## config.mk

```make
export PLATFORM = sky130hd
export DESIGN_NAME = serial_command_packet_parser_top_flat
export DESIGN_NICKNAME = d
export VERILOG_FILES = /design/src/rtl/core/scpp_pkg.sv /design/src/rtl/core/scpp_in_if.sv /design/src/rtl/core/scpp_out_if.sv /design/src/rtl/core/scpp_step.sv /design/src/rtl/core/serial_command_packet_parser_top.sv /design/src/flat_wrapper.sv
export SDC_FILE = /design/constraint.sdc
export NUM_CORES = 1
export LEC_CHECK = 0
export BUFFER_PORTS_ARGS = -buffer_cell sky130_fd_sc_hd__buf_2
export CORE_MARGIN = 3
export CORE_UTILIZATION = 40
export CTS_CLUSTER_SIZE = 16
export DETAILED_ROUTE_END_ITERATION = 7
export HOLD_SLACK_MARGIN = 0.02
export PLACE_DENSITY = 0.66
export SYNTH_ARGS = -nofsm -noshare
export SYNTH_HDL_FRONTEND = slang
export SYNTH_HIERARCHICAL = 1
export SYNTH_SLANG_ARGS = --single-unit
```

## constraint.sdc

```tcl
create_clock -name clk_i -period 2.9 [get_ports clk_i]
set_clock_uncertainty 0.2 [all_clocks]
set_input_delay 0.87 -clock clk_i [delete_from_list [all_inputs] [get_ports clk_i]]
set_output_delay 0.87 -clock clk_i [all_outputs]
set_load 0.01 [all_outputs]
```

## src/rtl/core/scpp_pkg.sv

```systemverilog
package scpp_pkg;

  localparam logic [7:0] StartCode = 8'd255;
  localparam logic [7:0] CmdAcw    = 8'd1;
  localparam logic [7:0] CmdCw     = 8'd2;
  localparam logic [7:0] CmdPos    = 8'd5;
  localparam logic [7:0] EscLow    = 8'd1;
  localparam logic [7:0] EscHigh   = 8'd2;
  localparam logic [7:0] EscBoth   = 8'd3;
  localparam logic [7:0] ForcedByte = 8'd255;

  typedef enum logic [2:0] {
    PH_IDLE = 3'd0,
    PH_HIGH = 3'd1,
    PH_LOW  = 3'd2,
    PH_ESC  = 3'd3,
    PH_DONE = 3'd4
  } scpp_phase_e;

  typedef enum logic [1:0] {
    MODE_ACW = 2'd0,
    MODE_CW  = 2'd1,
    MODE_POS = 2'd2
  } scpp_mode_e;

  typedef struct packed {
    scpp_phase_e phase;
    logic        start_seen;
    scpp_mode_e  mode;
    logic [7:0]  high_byte;
    logic [7:0]  low_byte;
  } scpp_state_t;

  typedef struct packed {
    logic [1:0]  command;
    logic [15:0] data_word;
  } scpp_result_t;

endpackage

```

## src/rtl/core/scpp_in_if.sv

```systemverilog
interface scpp_in_if;
  logic       valid;
  logic       ready;
  logic [7:0] rx_byte;

  modport source (output valid, output rx_byte, input ready);
  modport sink   (input valid, input rx_byte, output ready);
endinterface

```

## src/rtl/core/scpp_out_if.sv

```systemverilog
interface scpp_out_if;
  logic        valid;
  logic        ready;
  logic [1:0]  command;
  logic [15:0] data_word;

  modport source (output valid, output command, output data_word, input ready);
  modport sink   (input valid, input command, input data_word, output ready);
endinterface

```

## src/rtl/core/scpp_step.sv

```systemverilog
module scpp_step
  import scpp_pkg::*;
(
  input  scpp_state_t  state_i,
  input  logic [7:0]   byte_i,
  output scpp_state_t  state_o,
  output logic         emit_o,
  output scpp_result_t result_o
);

  logic       is_cmd;
  logic [7:0] esc_high;
  logic [7:0] esc_low;

  assign is_cmd = (byte_i == CmdAcw) || (byte_i == CmdCw) || (byte_i == CmdPos);

  // escape fixups
  always_comb begin
    esc_high = state_i.high_byte;
    esc_low  = state_i.low_byte;
    case (byte_i)
      EscLow:  esc_low = ForcedByte;
      EscHigh: esc_high = ForcedByte;
      EscBoth: begin
        esc_high = ForcedByte;
        esc_low  = ForcedByte;
      end
      default: ;
    endcase
  end

  always_comb begin
    state_o = state_i;
    emit_o  = 1'b0;
    if (byte_i == StartCode || state_i.phase == PH_DONE) begin
      state_o.phase      = PH_IDLE;
      state_o.start_seen = 1'b1;
    end else if (is_cmd && state_i.phase == PH_IDLE && state_i.start_seen) begin
      state_o.start_seen = 1'b0;
      state_o.phase      = PH_HIGH;
      if (byte_i == CmdAcw) begin
        state_o.mode = MODE_ACW;
      end else if (byte_i == CmdCw) begin
        state_o.mode = MODE_CW;
      end else begin
        state_o.mode = MODE_POS;
      end
    end else begin
      unique case (state_i.phase)
        PH_HIGH: begin
          state_o.high_byte = byte_i;
          state_o.phase     = PH_LOW;
        end
        PH_LOW: begin
          state_o.low_byte = byte_i;
          state_o.phase    = PH_ESC;
        end
        PH_ESC: begin
          state_o.high_byte = esc_high;
          state_o.low_byte  = esc_low;
          state_o.phase     = PH_DONE;
          emit_o            = 1'b1;
        end
        default: state_o.start_seen = 1'b0;
      endcase
    end
  end

  assign result_o.command   = state_i.mode;
  assign result_o.data_word = {esc_high, esc_low};

endmodule

```

## src/rtl/core/serial_command_packet_parser_top.sv

```systemverilog
// Framed serial command decoder.
//
// rx_i carries one received byte per transaction. A packet is start byte 255,
// command byte (1 anticlockwise, 2 clockwise, 5 position), high byte, low byte
// and an escape byte that can force either data byte to 255. cmd_o carries one
// transaction per completed packet: command code (0..2) and the 16-bit word.
// Any 255 restarts framing; the byte after a completed packet is a start too.
//
// A byte accepted is held in the input register and decoded combinationally
// from it; the result register loads when that byte retires, and the result
// is valid from then on. Throughput: one byte per cycle while the result
// register is not held by a stalled receiver.
//
// Reset clears the framing state, the input valid and the result valid.
// When the receiver stalls, the result waits in its register; non-emitting
// bytes keep flowing, and a byte that would emit a second result waits in
// the input register, which deasserts rx_i.ready until the result leaves.
module serial_command_packet_parser_top
  import scpp_pkg::*;
(
  input  logic       clk_i,
  input  logic       rst_ni,
  scpp_in_if.sink    rx_i,
  scpp_out_if.source cmd_o
);

  // input register
  logic         in_valid_q;
  logic [7:0]   in_byte_q;

  // framing state
  scpp_state_t  state_q;
  scpp_state_t  state_d;

  // result register
  logic         out_valid_q;
  scpp_result_t out_q;

  logic         emit;
  scpp_result_t result;
  logic         out_free;
  logic         in_adv;

  scpp_step u_step (
    .state_i  (state_q),
    .byte_i   (in_byte_q),
    .state_o  (state_d),
    .emit_o   (emit),
    .result_o (result)
  );

  assign out_free = !out_valid_q || cmd_o.ready;
  // buffered byte retires unless it needs the result slot and that is full
  assign in_adv   = in_valid_q && (!emit || out_free);
  assign rx_i.ready = !in_valid_q || in_adv;

  always_ff @(posedge clk_i or negedge rst_ni) begin
    if (!rst_ni) begin
      in_valid_q <= 1'b0;
    end else if (rx_i.ready) begin
      in_valid_q <= rx_i.valid;
    end
  end

  always_ff @(posedge clk_i) begin
    if (rx_i.ready && rx_i.valid) begin
      in_byte_q <= rx_i.rx_byte;
    end
  end

  always_ff @(posedge clk_i or negedge rst_ni) begin
    if (!rst_ni) begin
      state_q <= '0;
    end else if (in_adv) begin
      state_q <= state_d;
    end
  end

  always_ff @(posedge clk_i or negedge rst_ni) begin
    if (!rst_ni) begin
      out_valid_q <= 1'b0;
    end else if (out_free) begin
      out_valid_q <= in_adv && emit;
    end
  end

  always_ff @(posedge clk_i) begin
    if (in_adv && emit) begin
      out_q <= result;
    end
  end

  assign cmd_o.valid     = out_valid_q;
  assign cmd_o.command   = out_q.command;
  assign cmd_o.data_word = out_q.data_word;

  // a completed packet leaves the framing in the done phase
  assert property (@(posedge clk_i) disable iff (!rst_ni)
    in_adv && emit |=> state_q.phase == PH_DONE)
    else $error("phase not done after packet");

  // a packet byte blocked by a full result slot stays buffered
  assert property (@(posedge clk_i) disable iff (!rst_ni)
    in_valid_q && emit && !out_free |=> in_valid_q && $stable(in_byte_q))
    else $error("blocked packet byte lost");

  // stall on input only while a byte is buffered and the result slot is full
  assert property (@(posedge clk_i) disable iff (!rst_ni)
    !rx_i.ready |-> in_valid_q && out_valid_q)
    else $error("input stalled without cause");

  // results only come from the escape phase and carry a legal command
  assert property (@(posedge clk_i) disable iff (!rst_ni)
    in_adv && emit |-> state_q.phase == PH_ESC && state_q.mode != 2'd3)
    else $error("result emitted outside escape phase");

endmodule

```

## src/flat_wrapper.sv

```systemverilog
// flat-port wrapper written by rule: the top's interface ports become plain ports
module serial_command_packet_parser_top_flat import scpp_pkg::*;
  (clk_i, rst_ni, rx_i_valid, rx_i_rx_byte, rx_i_ready, cmd_o_valid, cmd_o_command, cmd_o_data_word, cmd_o_ready);
  scpp_in_if rx_i_i ();
  scpp_out_if cmd_o_i ();
  input  logic clk_i;
  input  logic rst_ni;
  input wire logic [$bits(rx_i_i.valid)-1:0] rx_i_valid;
  input wire logic [$bits(rx_i_i.rx_byte)-1:0] rx_i_rx_byte;
  output wire logic [$bits(rx_i_i.ready)-1:0] rx_i_ready;
  output wire logic [$bits(cmd_o_i.valid)-1:0] cmd_o_valid;
  output wire logic [$bits(cmd_o_i.command)-1:0] cmd_o_command;
  output wire logic [$bits(cmd_o_i.data_word)-1:0] cmd_o_data_word;
  input wire logic [$bits(cmd_o_i.ready)-1:0] cmd_o_ready;
  assign rx_i_i.valid = rx_i_valid;
  assign rx_i_i.rx_byte = rx_i_rx_byte;
  assign rx_i_ready = rx_i_i.ready;
  assign cmd_o_valid = cmd_o_i.valid;
  assign cmd_o_command = cmd_o_i.command;
  assign cmd_o_data_word = cmd_o_i.data_word;
  assign cmd_o_i.ready = cmd_o_ready;
  serial_command_packet_parser_top u_core (.clk_i(clk_i), .rst_ni(rst_ni), .rx_i(rx_i_i), .cmd_o(cmd_o_i));
endmodule
```

==> results of run 1 <==
how the worst min path moves through the flow:
stage / endpoint / depth (start not counted) / slack, ns / start
global placement: u_core/cmd_o.command[1]$_DFFE_PP_ / 0 / 0.29 / u_core/state_q[17]$_DFFE_PN0P_
CTS: u_core/cmd_o.command[0]$_DFFE_PP_ / 0 / 0.33 / u_core/state_q[16]$_DFFE_PN0P_
finish: u_core/cmd_o.command[0]$_DFFE_PP_ / 0 / 0.33 / u_core/state_q[16]$_DFFE_PN0P_
detailed placement: u_core/cmd_o.command[0]$_DFFE_PP_ / 0 / 0.30 / u_core/state_q[16]$_DFFE_PN0P_
floorplan: u_core/state_q[19]$_DFFE_PN0P_ / 2 / 0.28 / u_core/state_q[19]$_DFFE_PN0P_
global route: u_core/cmd_o.command[1]$_DFFE_PP_ / 0 / 0.35 / u_core/state_q[17]$_DFFE_PN0P_
state kept, by name, indices dropped and copies added, names as in the netlist:
name	count
u_core/cmd_o.data_word	16
u_core/state_q	22
u_core/cmd_o.command	2
u_core/in_byte_q	8
u_core/cmd_o.valid	1
u_core/in_valid_q	1
kinds of logic after synthesis:
kind of cell	after synthesis
XOR/XNOR	2
flip-flops	50
AO/OA/AOI/OAI	59
buffers and inverters	21
AND/OR/NAND/NOR	121
layout by cell type (no fill, tap or decap), types with 5 or more instances in the layout:
master / instances
a21oi_1: 10
buf_2: 31
buf_4: 10
clkbuf_8: 5
dfrtp_1: 24
edfxtp_1: 26
nand2_1: 28
nand2b_1: 30
nand4b_1: 22
nor2_1: 5
o211ai_2: 20
o22a_1: 6
o2bb2ai_1: 7
or2_2: 9
cells in the mapped netlist, drive strengths merged, types with 4 or more instances:
| master | instances |
|---|---|
| a21oi | 11 |
| buf | 14 |
| clkbuf | 5 |
| dfrtp | 24 |
| edfxtp | 26 |
| nand2 | 28 |
| nand2b | 30 |
| nand4b | 22 |
| nor2 | 5 |
| o211ai | 22 |
| o21ai | 5 |
| o22a | 7 |
| o2bb2ai | 7 |
| or2 | 10 |
| or2b | 4 |
power by group:
group	internal, W	leakage (nW)	switching (W)
logic	0.000400	0.690	0.000403
registers	0.000947	0.552	0.000197
clock network	0.000171	0.0385	0.000225
final cells by class:
| type | instances | share of cell area, % |
|---|---|---|
| inverters | 2 | 0.239 |
| clock inverters | 1 | 0.239 |
| clock buffers | 7 | 2.43 |
| repair buffers | 41 | 7.33 |
| multi-input cells | 182 | 42.0 |
| flip-flops and latches | 50 | 44.0 |
| well taps | 93 | 3.71 |
layer usage:
metal / track usage, % / vias up
met5: 0 / -
met4: 5.23 / 0
met3: 3.01 / 7
met2: 23.1 / 54
met1: 20.1 / 998
li1: - / 997
critical path: stages, from the launching register on:
cell and delay [ns]:
edfxtp_1 0.50, nand4_1 0.17, or2_1 0.31, and3_1 0.20, nand3_1 0.07, buf_2 0.13
through the flow:
step	setup slack [ns]	total power, W	std cells
finish	0.145	0.00234	376
global placement	0.450	0.00194	368
global route	0.0257	0.00252	376
CTS	0.144	0.00235	376
detailed placement	0.446	0.00196	368
floorplan	0.343	0.00177	253
==> results_dict.tcl, run 1 <==
set metrics [dict create \
    path_clk_slew_ns 0.09 \
    reg2reg_to "u_core/cmd_o.data_word[4]$_DFFE_PP_" \
    area_growth_pct 11.3 \
    cts_root_buf "clkbuf_8" \
    wl_met3_microns 260 \
    postCtsResizedCells 0 \
    cap_violations 0 \
    cp.required_ns 1.83 \
    syn_inst 253 \
    avgSynthCellArea_sq_um 11.2 \
    drive_gt1_share_pct 29.7 \
    crit_end "rx_i_ready" \
    ios 32 \
    cts_max_level 2 \
    cts.sinks 50 \
    slew_headroom_pct 62.2 \
    hpwl_microns 3840 \
    finalSetupViolCount 0 \
    regToRegSetupSlack_ns 0.47 \
    synth-edff-count 26 \
    yosys-top-cells-area "edfxtp_1 (28%), dfrtp_1 (21%), o211ai_2 (8.9%)" \
    multi_input_area_sq_um 1320 \
    cts_setup_buffers 0 \
    ys_seq_elements 50 \
    first_pass_iters 4 \
    grt_pass1_wl_microns 9720 \
    wl_met2_microns 2730 \
    finalHoldViolCount 0 \
    synthAdderAreaFrac_pct 0 \
    core_sq_um 6600 \
    yosysWarnings 6 \
    rows 29 \
    nets 294 \
    yosysTopAreaCell "edfxtp_1" \
    hold_class "flip-flop to flip-flop" \
    fp.dieW_microns 90.0 \
    place.gp.congestion 0.875 \
    fmax_mhz 363 \
    end_kind "primary output" \
    syn-num-nets 265 \
    crit_type "flip-flop to primary output" \
    period_share_pct 95.0 \
    final-seq-area_sq_um 1380 \
    worst_ep_arrival_time_ns 1.68 \
    muxShareOfSynthArea_pct 0 \
    synth_cell_type_count 47 \
    powerDensity_nw_per_um2 746 \
    grt_overflow 0 \
    dieArea_sq_um 8100 \
    synth_ff_type "edfxtp_1" \
    synth_simple_gate_area_share_pct 27.3 \
    portBuffers 31 \
    antenna_found_initial 0 \
    synth-compound-area-share_pct 18.9 \
    ant_nets 0 \
    routed_wl_microns 5750 \
    timing.rr.start "u_core/in_byte_q[2]$_DFFE_PP_" \
    wl_met1_microns 2690 \
    synth.top_cell.area_share_pct 27.7 \
    cts_inserted_buffers 5 \
    synthArstFlopShare_pct 48.0 \
    fin_area_sq_um 3140 \
    vias 2056 \
    ctsHoldBuffers 0 \
    whs_ns 0.326 \
    ys_seq_area_share_pct 49.0 \
    post_drt_wl_per_cell_microns 15.3 \
    setup_tns_ns 0 \
    worst_slew_pin_slew_ns 0.567 \
    grt_pass1_vias 2011 \
    worst-r2r-cell-count 7 \
    drt_iter0_markers 120 \
    path_max_fanout 7 \
    worstSetupStartpointType "flip-flop" \
    grt_use_total_pct 14.6 \
    outcome "finished, final reports clean" \
    vias_per_cell 5.47 \
    num_antenna_cells 0 \
    cts_tree "built" \
    dieHeight_microns 90.0 \
    worstSetupStartpoint "u_core/in_byte_q[2]$_DFFE_PP_" \
    grt_max_degree 46 \
    n_fill_cell 640 \
    synth_top_family_by_area "simple AND/OR/NAND/NOR gates" \
    fin_crit_ns 2.75 \
    drc 0 \
    post_dp_cell_area_sq_um 3060 \
    slew_violations 0 \
    clockBufferDepth 2 \
    synthXorXnorAreaFrac_pct 0.621 \
    final_util_pct 47.5 \
    peakVddDrop_mv 0.335 \
    insertion_delay_ns 0.30 \
    syn_area_sq_um 2820 \
    topRoutingLayerUsed "met4" \
    leakage_nw 1.28 \
    start_util_pct 42.7 \
    rsz0062_at_grt "false" \
]
(Power assumes the default switching activity.)
==> inputs of run 2 (changes only) <==
--- a/constraint.sdc
+++ b/constraint.sdc
@@ -3,3 +3,3 @@
 set_input_delay 0.87 -clock clk_i [delete_from_list [all_inputs] [get_ports clk_i]]
 set_output_delay 0.87 -clock clk_i [all_outputs]
-set_load 0.01 [all_outputs]
+set_load 0.02 [all_outputs]
==> run 2 against run 1 <==
Fmax fell by 0.31%. Wire length rose by 2.6%. Clock power rose by 22%. Design area rose by 0.80%. Sequential share of layout area fell by 0.35 points. Register-to-register slack improved by 0.02 ns. Core utilization rose by 0.38 points. Final cell count did not move. Power rose by 4.4%. Critical path depth did not move. Via count fell by 0.24%. Highest routed layer unchanged.
==> results_dict.tcl, run 2 (synthesized netlist as in run 1, its figures left out) <==
set metrics [dict create \
    outcome "finished, final reports clean" \
    routed_wl_microns 5900 \
    largest_reg_flops 22 \
    max_stage_delay_ns 0.50 \
    cts.sinks 50 \
    period_share_pct 95.3 \
    rows 29 \
    hold_path_depth 0 \
    hpwl_microns 3820 \
    worst-r2r-cell-count 6 \
    finalHoldViolCount 0 \
    cts_tree "built" \
    grt_pass1_wl_microns 10200 \
    path_max_fanout 7 \
    final_util_pct 47.9 \
    dieArea_sq_um 8100 \
    dieHeight_microns 90.0 \
    layout_commonest_cell "buf_2" \
    grt_pass1_vias 2017 \
    powerDensity_nw_per_um2 773 \
    post_drt_wl_per_cell_microns 15.7 \
    finalNonFillerCells 376 \
    worstSetupStartpointType "flip-flop" \
    clockPowerShare_pct 19.8 \
    antenna_found_initial 0 \
    finalSetupViolCount 0 \
    crit_type "flip-flop to primary output" \
    multi_input_area_sq_um 1320 \
    portBuffers 31 \
    setup_tns_ns 0 \
    first_pass_iters 4 \
    ios 32 \
    worstPathCellList "nand4_1, or2_4, and3_1, nand3_1, buf_2" \
    timing.rr.start "u_core/in_byte_q[0]$_DFFE_PP_" \
    seq_power_share_pct 46.8 \
    cts_root_buf "clkbuf_8" \
    cp_top_family "simple AND/OR/NAND/NOR gates" \
    cp.required_ns 1.83 \
    leakage_nw 1.30 \
    cts_max_level 2 \
    core_sq_um 6600 \
    rsz0062_at_grt "false" \
    fp.dieW_microns 90.0 \
    cts_inserted_buffers 5 \
    min-delay-start "u_core/state_q[16]$_DFFE_PN0P_" \
    power.switching_w 0.000840 \
    largest-register "u_core/state_q" \
    ant_nets 0 \
    fin_crit_ns 2.76 \
    end_kind "primary output" \
    drc 0 \
    swShare_pct 34.3 \
    fmax_mhz 362 \
    grt_overflow 0 \
    path_clk_slew_ns 0.09 \
    whs_ns 0.320 \
    cap_violations 0 \
    internal-power_w 0.00161 \
    regToRegSetupSlack_ns 0.49 \
    nets 294 \
    vias_per_cell 5.45 \
    hold_class "flip-flop to flip-flop" \
    area_growth_pct 12.2 \
    insertion_delay_ns 0.30 \
    grt_use_total_pct 15.4 \
    slowest_stage "edfxtp_1" \
    drt_iter0_markers 79 \
    grt_max_degree 46 \
    worst_slack_ns 0.137 \
    n_fill_cell 639 \
    reg2reg_to "u_core/in_byte_q[3]$_DFFE_PP_" \
    worst_ep_arrival_time_ns 1.69 \
    num_antenna_cells 0 \
    dp_worst_setup_slack_ns 0.434 \
    slew_headroom_pct 61.7 \
    dp.cells 368 \
    slew_violations 0 \
    power_frac_comb_pct 33.5 \
    crit_buf_inv 1 \
    holdPathEnd "u_core/cmd_o.command[0]$_DFFE_PP_" \
    peakVddDrop_mv 0.303 \
    vias 2051 \
    place.gp.congestion 0.921 \
    worst_slew_pin_slew_ns 0.574 \
    start_util_pct 42.7 \
    final-seq-area_sq_um 1380 \
    clockBufferDepth 2 \
    layout_common_cells "buf_2 (31), nand2b_1 (30), nand2_1 (28)" \
    drive_gt1_share_pct 30.0 \
]
[run 2: changes by cell type in the layout (fill, tap and decap cells not counted)]
cell | before | now
clkinvlp_4 | 1 | 0
bufinv_16 | 0 | 1
or2_4 | 0 | 1
or2_1 | 1 | 0
[run 2: routing by layer]
metal | share of wire (%) | wire length [microns] | global-route usage, % | vias up
li1 | - | - | - | 997
met3 | 5.0 | 296 | 3.51 | 13
met1 | 47 | 2780 | 20.9 | 987
met2 | 46 | 2710 | 24.2 | 54
met5 | 0 | 0 | 0 | -
met4 | 1.9 | 112 | 5.23 | 0
[run 2: final cells by class]
type	count	share of cell area, %
multi-input combinational	182	41.8
clock buffer	7	2.41
sequential	50	43.7
tap	93	3.68
timing repair buffer	41	7.28
inverter	2	0.237
clock inverter	1	0.949
[run 2: what timing repair did]
action / in CTS / in global routing
hold buffers: 0 / 0
gates resized for setup: 0 / 1
endpoints found under the setup margin: 0 / 1
setup buffers: 0 / 0
[run 2: how the worst max path moves through the flow]
stage               slack, ns  cells after the start         end                           from
finish                   0.14                      5  rx_i_ready  u_core/in_byte_q[0]$_DFFE_PP_
global route             0.02                      5  rx_i_ready  u_core/in_byte_q[2]$_DFFE_PP_
CTS                      0.13                      5  rx_i_ready  u_core/in_byte_q[2]$_DFFE_PP_
detailed placement       0.43                      4  rx_i_ready                    cmd_o_ready
global placement         0.43                      4  rx_i_ready                    cmd_o_ready
floorplan                0.29                      6  rx_i_ready  u_core/in_byte_q[3]$_DFFE_PP_
[run 2: per-stage QoR]
step                cell area (sq um)  power (W)
floorplan                        2820    0.00178
detailed placement               3060    0.00197
CTS                              3160    0.00246
global placement                 3060    0.00196
global route                     3160    0.00263
finish                           3160    0.00245
[run 2: power groups by stage]
stage	combinational, W	sequential [W]	clock (W)
after global routing	0.000924	0.00118	0.000530
after global placement	0.000809	0.00115	0
after CTS	0.000821	0.00114	0.000496
final	0.000818	0.00114	0.000483
after floorplan	0.000681	0.00110	0
after detailed placement	0.000815	0.00116	0
==> inputs of run 3 (changes only) <==
Settings changed: PLACE_DENSITY 0.66 to not set.
==> run 3 against run 2 <==
Worst setup slack lost 0.0092 ns. Non-clock buffer count grew 5. Sequential power is essentially flat. Die area is the same. Register-to-register slack lost 0.05 ns. Via count shrank 0.39%. Power grew 0.26%. Design area grew 1.2%. Global-route usage is essentially flat. Wire length grew 2.1%. Critical endpoint unchanged. Largest power group unchanged.
==> results_dict.tcl, run 3 (synthesized netlist as in run 1, its figures left out) <==
set metrics [dict create \
    leakage_nw 1.32 \
    worstSetupStartpointType "flip-flop" \
    crit_type "flip-flop to primary output" \
    cts_max_level 2 \
    reg2reg_to "u_core/cmd_o.data_word[1]$_DFFE_PP_" \
    worst_ep_arrival_time_ns 1.70 \
    insertion_delay_ns 0.30 \
    dieHeight_microns 90.0 \
    slew_headroom_pct 60.8 \
    nets 299 \
    peakVddDrop_mv 0.278 \
    dieArea_sq_um 8100 \
    worst_slew_pin_slew_ns 0.588 \
    post_drt_wl_per_cell_microns 15.8 \
    fp.dieW_microns 90.0 \
    cts_inserted_buffers 5 \
    grt_use_total_pct 15.4 \
    setup_tns_ns 0 \
    path_clk_slew_ns 0.09 \
    worst_slack_ns 0.127 \
    path_max_fanout 5 \
    start_util_pct 42.7 \
    end_kind "primary output" \
    drive_gt1_share_pct 31.3 \
    multi_input_area_sq_um 1320 \
    hold_class "flip-flop to flip-flop" \
    rsz0062_at_grt "false" \
    ant_nets 0 \
    final_util_pct 48.5 \
    worstSetupStartpoint "u_core/in_byte_q[6]$_DFFE_PP_" \
    powerDensity_nw_per_um2 765 \
    grt_pass1_vias 1995 \
    vias 2043 \
    regToRegSetupSlack_ns 0.44 \
    fmax_mhz 361 \
    grt_overflow 0 \
    n_fill_cell 620 \
    grt_max_degree 46 \
    outcome "finished, final reports clean" \
    crit_end "rx_i_ready" \
    period_share_pct 95.6 \
    slew_violations 0 \
    num_antenna_cells 0 \
    hpwl_microns 3930 \
    worst-r2r-cell-count 7 \
    vias_per_cell 5.36 \
    cts.sinks 50 \
    drt_iter0_markers 87 \
    layout_commonest_cell "buf_2" \
    dp_worst_setup_slack_ns 0.421 \
    core_sq_um 6600 \
    cts_tree "built" \
    area_growth_pct 13.5 \
    layout_common_cells "buf_2 (31), nand2b_1 (30), nand2_1 (28)" \
    final-seq-area_sq_um 1380 \
    routed_wl_microns 6020 \
    ctsHoldBuffers 0 \
    total_power_w 0.00245 \
    finalSetupViolCount 0 \
    rows 29 \
    drc 0 \
    grt_pass1_wl_microns 10300 \
    clockBufferDepth 2 \
    largest-register "u_core/state_q" \
    first_pass_iters 4 \
    portBuffers 31 \
    ios 32 \
    finalHoldViolCount 0 \
    largest_reg_flops 22 \
    cts_root_buf "clkbuf_8" \
    fin_crit_ns 2.77 \
    cp.required_ns 1.83 \
    timing.rr.start "u_core/in_byte_q[6]$_DFFE_PP_" \
    antenna_found_initial 0 \
    place.gp.congestion 0.799 \
    cap_violations 0 \
]
## run 3: changes by cell type in the layout (fill, tap and decap cells not counted), sizes merged
cell      before  now
clkbuf         7    6
clkinvlp       0    1
buf           41   46
## run 3: metrics by stage
stage          cells  instance area [sq um]  hold WS, ns
2_1_floorplan    253                   2820        0.282
3_3_place_gp     368                   3060        0.296
3_5_place_dp     368                   3060        0.302
4_1_cts          376                   3170        0.325
5_1_grt          381                   3200        0.345
6_report         381                   3200        0.318
## run 3: worst min path at each step
| stage | startpoint | to | slack, ns | cells after the start |
|---|---|---|---|---|
| final | u_core/state_q[16]$_DFFE_PN0P_ | u_core/cmd_o.command[0]$_DFFE_PP_ | 0.32 | 0 |
| after global routing | u_core/state_q[16]$_DFFE_PN0P_ | u_core/cmd_o.command[0]$_DFFE_PP_ | 0.35 | 0 |
| after CTS | u_core/state_q[16]$_DFFE_PN0P_ | u_core/cmd_o.command[0]$_DFFE_PP_ | 0.32 | 0 |
| after detailed placement | u_core/state_q[16]$_DFFE_PN0P_ | u_core/cmd_o.command[0]$_DFFE_PP_ | 0.30 | 0 |
| after global placement | u_core/state_q[17]$_DFFE_PN0P_ | u_core/cmd_o.command[1]$_DFFE_PP_ | 0.30 | 0 |
| after floorplan | u_core/state_q[19]$_DFFE_PN0P_ | u_core/state_q[19]$_DFFE_PN0P_ | 0.28 | 2 |
## run 3: critical path, cell delays in order, from the launching register on
cell	delay, ns
edfxtp_1	0.47
nand4_1	0.17
or2_1	0.33
and3_1	0.21
nand3_1	0.07
buf_2	0.16
## run 3: area by class of cell
type	count	share of cell area, %
Sequential cell	50	43.1
Multi-Input combinational cell	182	41.2
Inverter	2	0.234
Tap cell	93	3.63
Clock buffer	6	2.27
Timing Repair Buffer	46	8.36
Clock inverter	2	1.17
## run 3: repair_timing
| action | 4_1_cts | 5_1_grt |
|---|---|---|
| resized for setup | 0 | 0 |
| endpoints found under the hold margin | 0 | 0 |
| endpoints found under the setup margin | 0 | 1 |
| buffers inserted | 0 | 5 |
## run 3: per-layer routing
metal	global-route usage [%]	vias up	routed length, microns
met5	0	-	0
met4	4.59	0	54
met3	2.84	4	159
met2	24.4	31	2790
met1	21.5	1002	3020
li1	-	1006	-
## run 3: where the power goes
group	leakage, nW	internal (W)	switching (W)
clock	0.0514	0.000258	0.000230
sequential	0.552	0.000947	0.000197
combinational	0.714	0.000404	0.000416
total	1.32	0.00161	0.000843
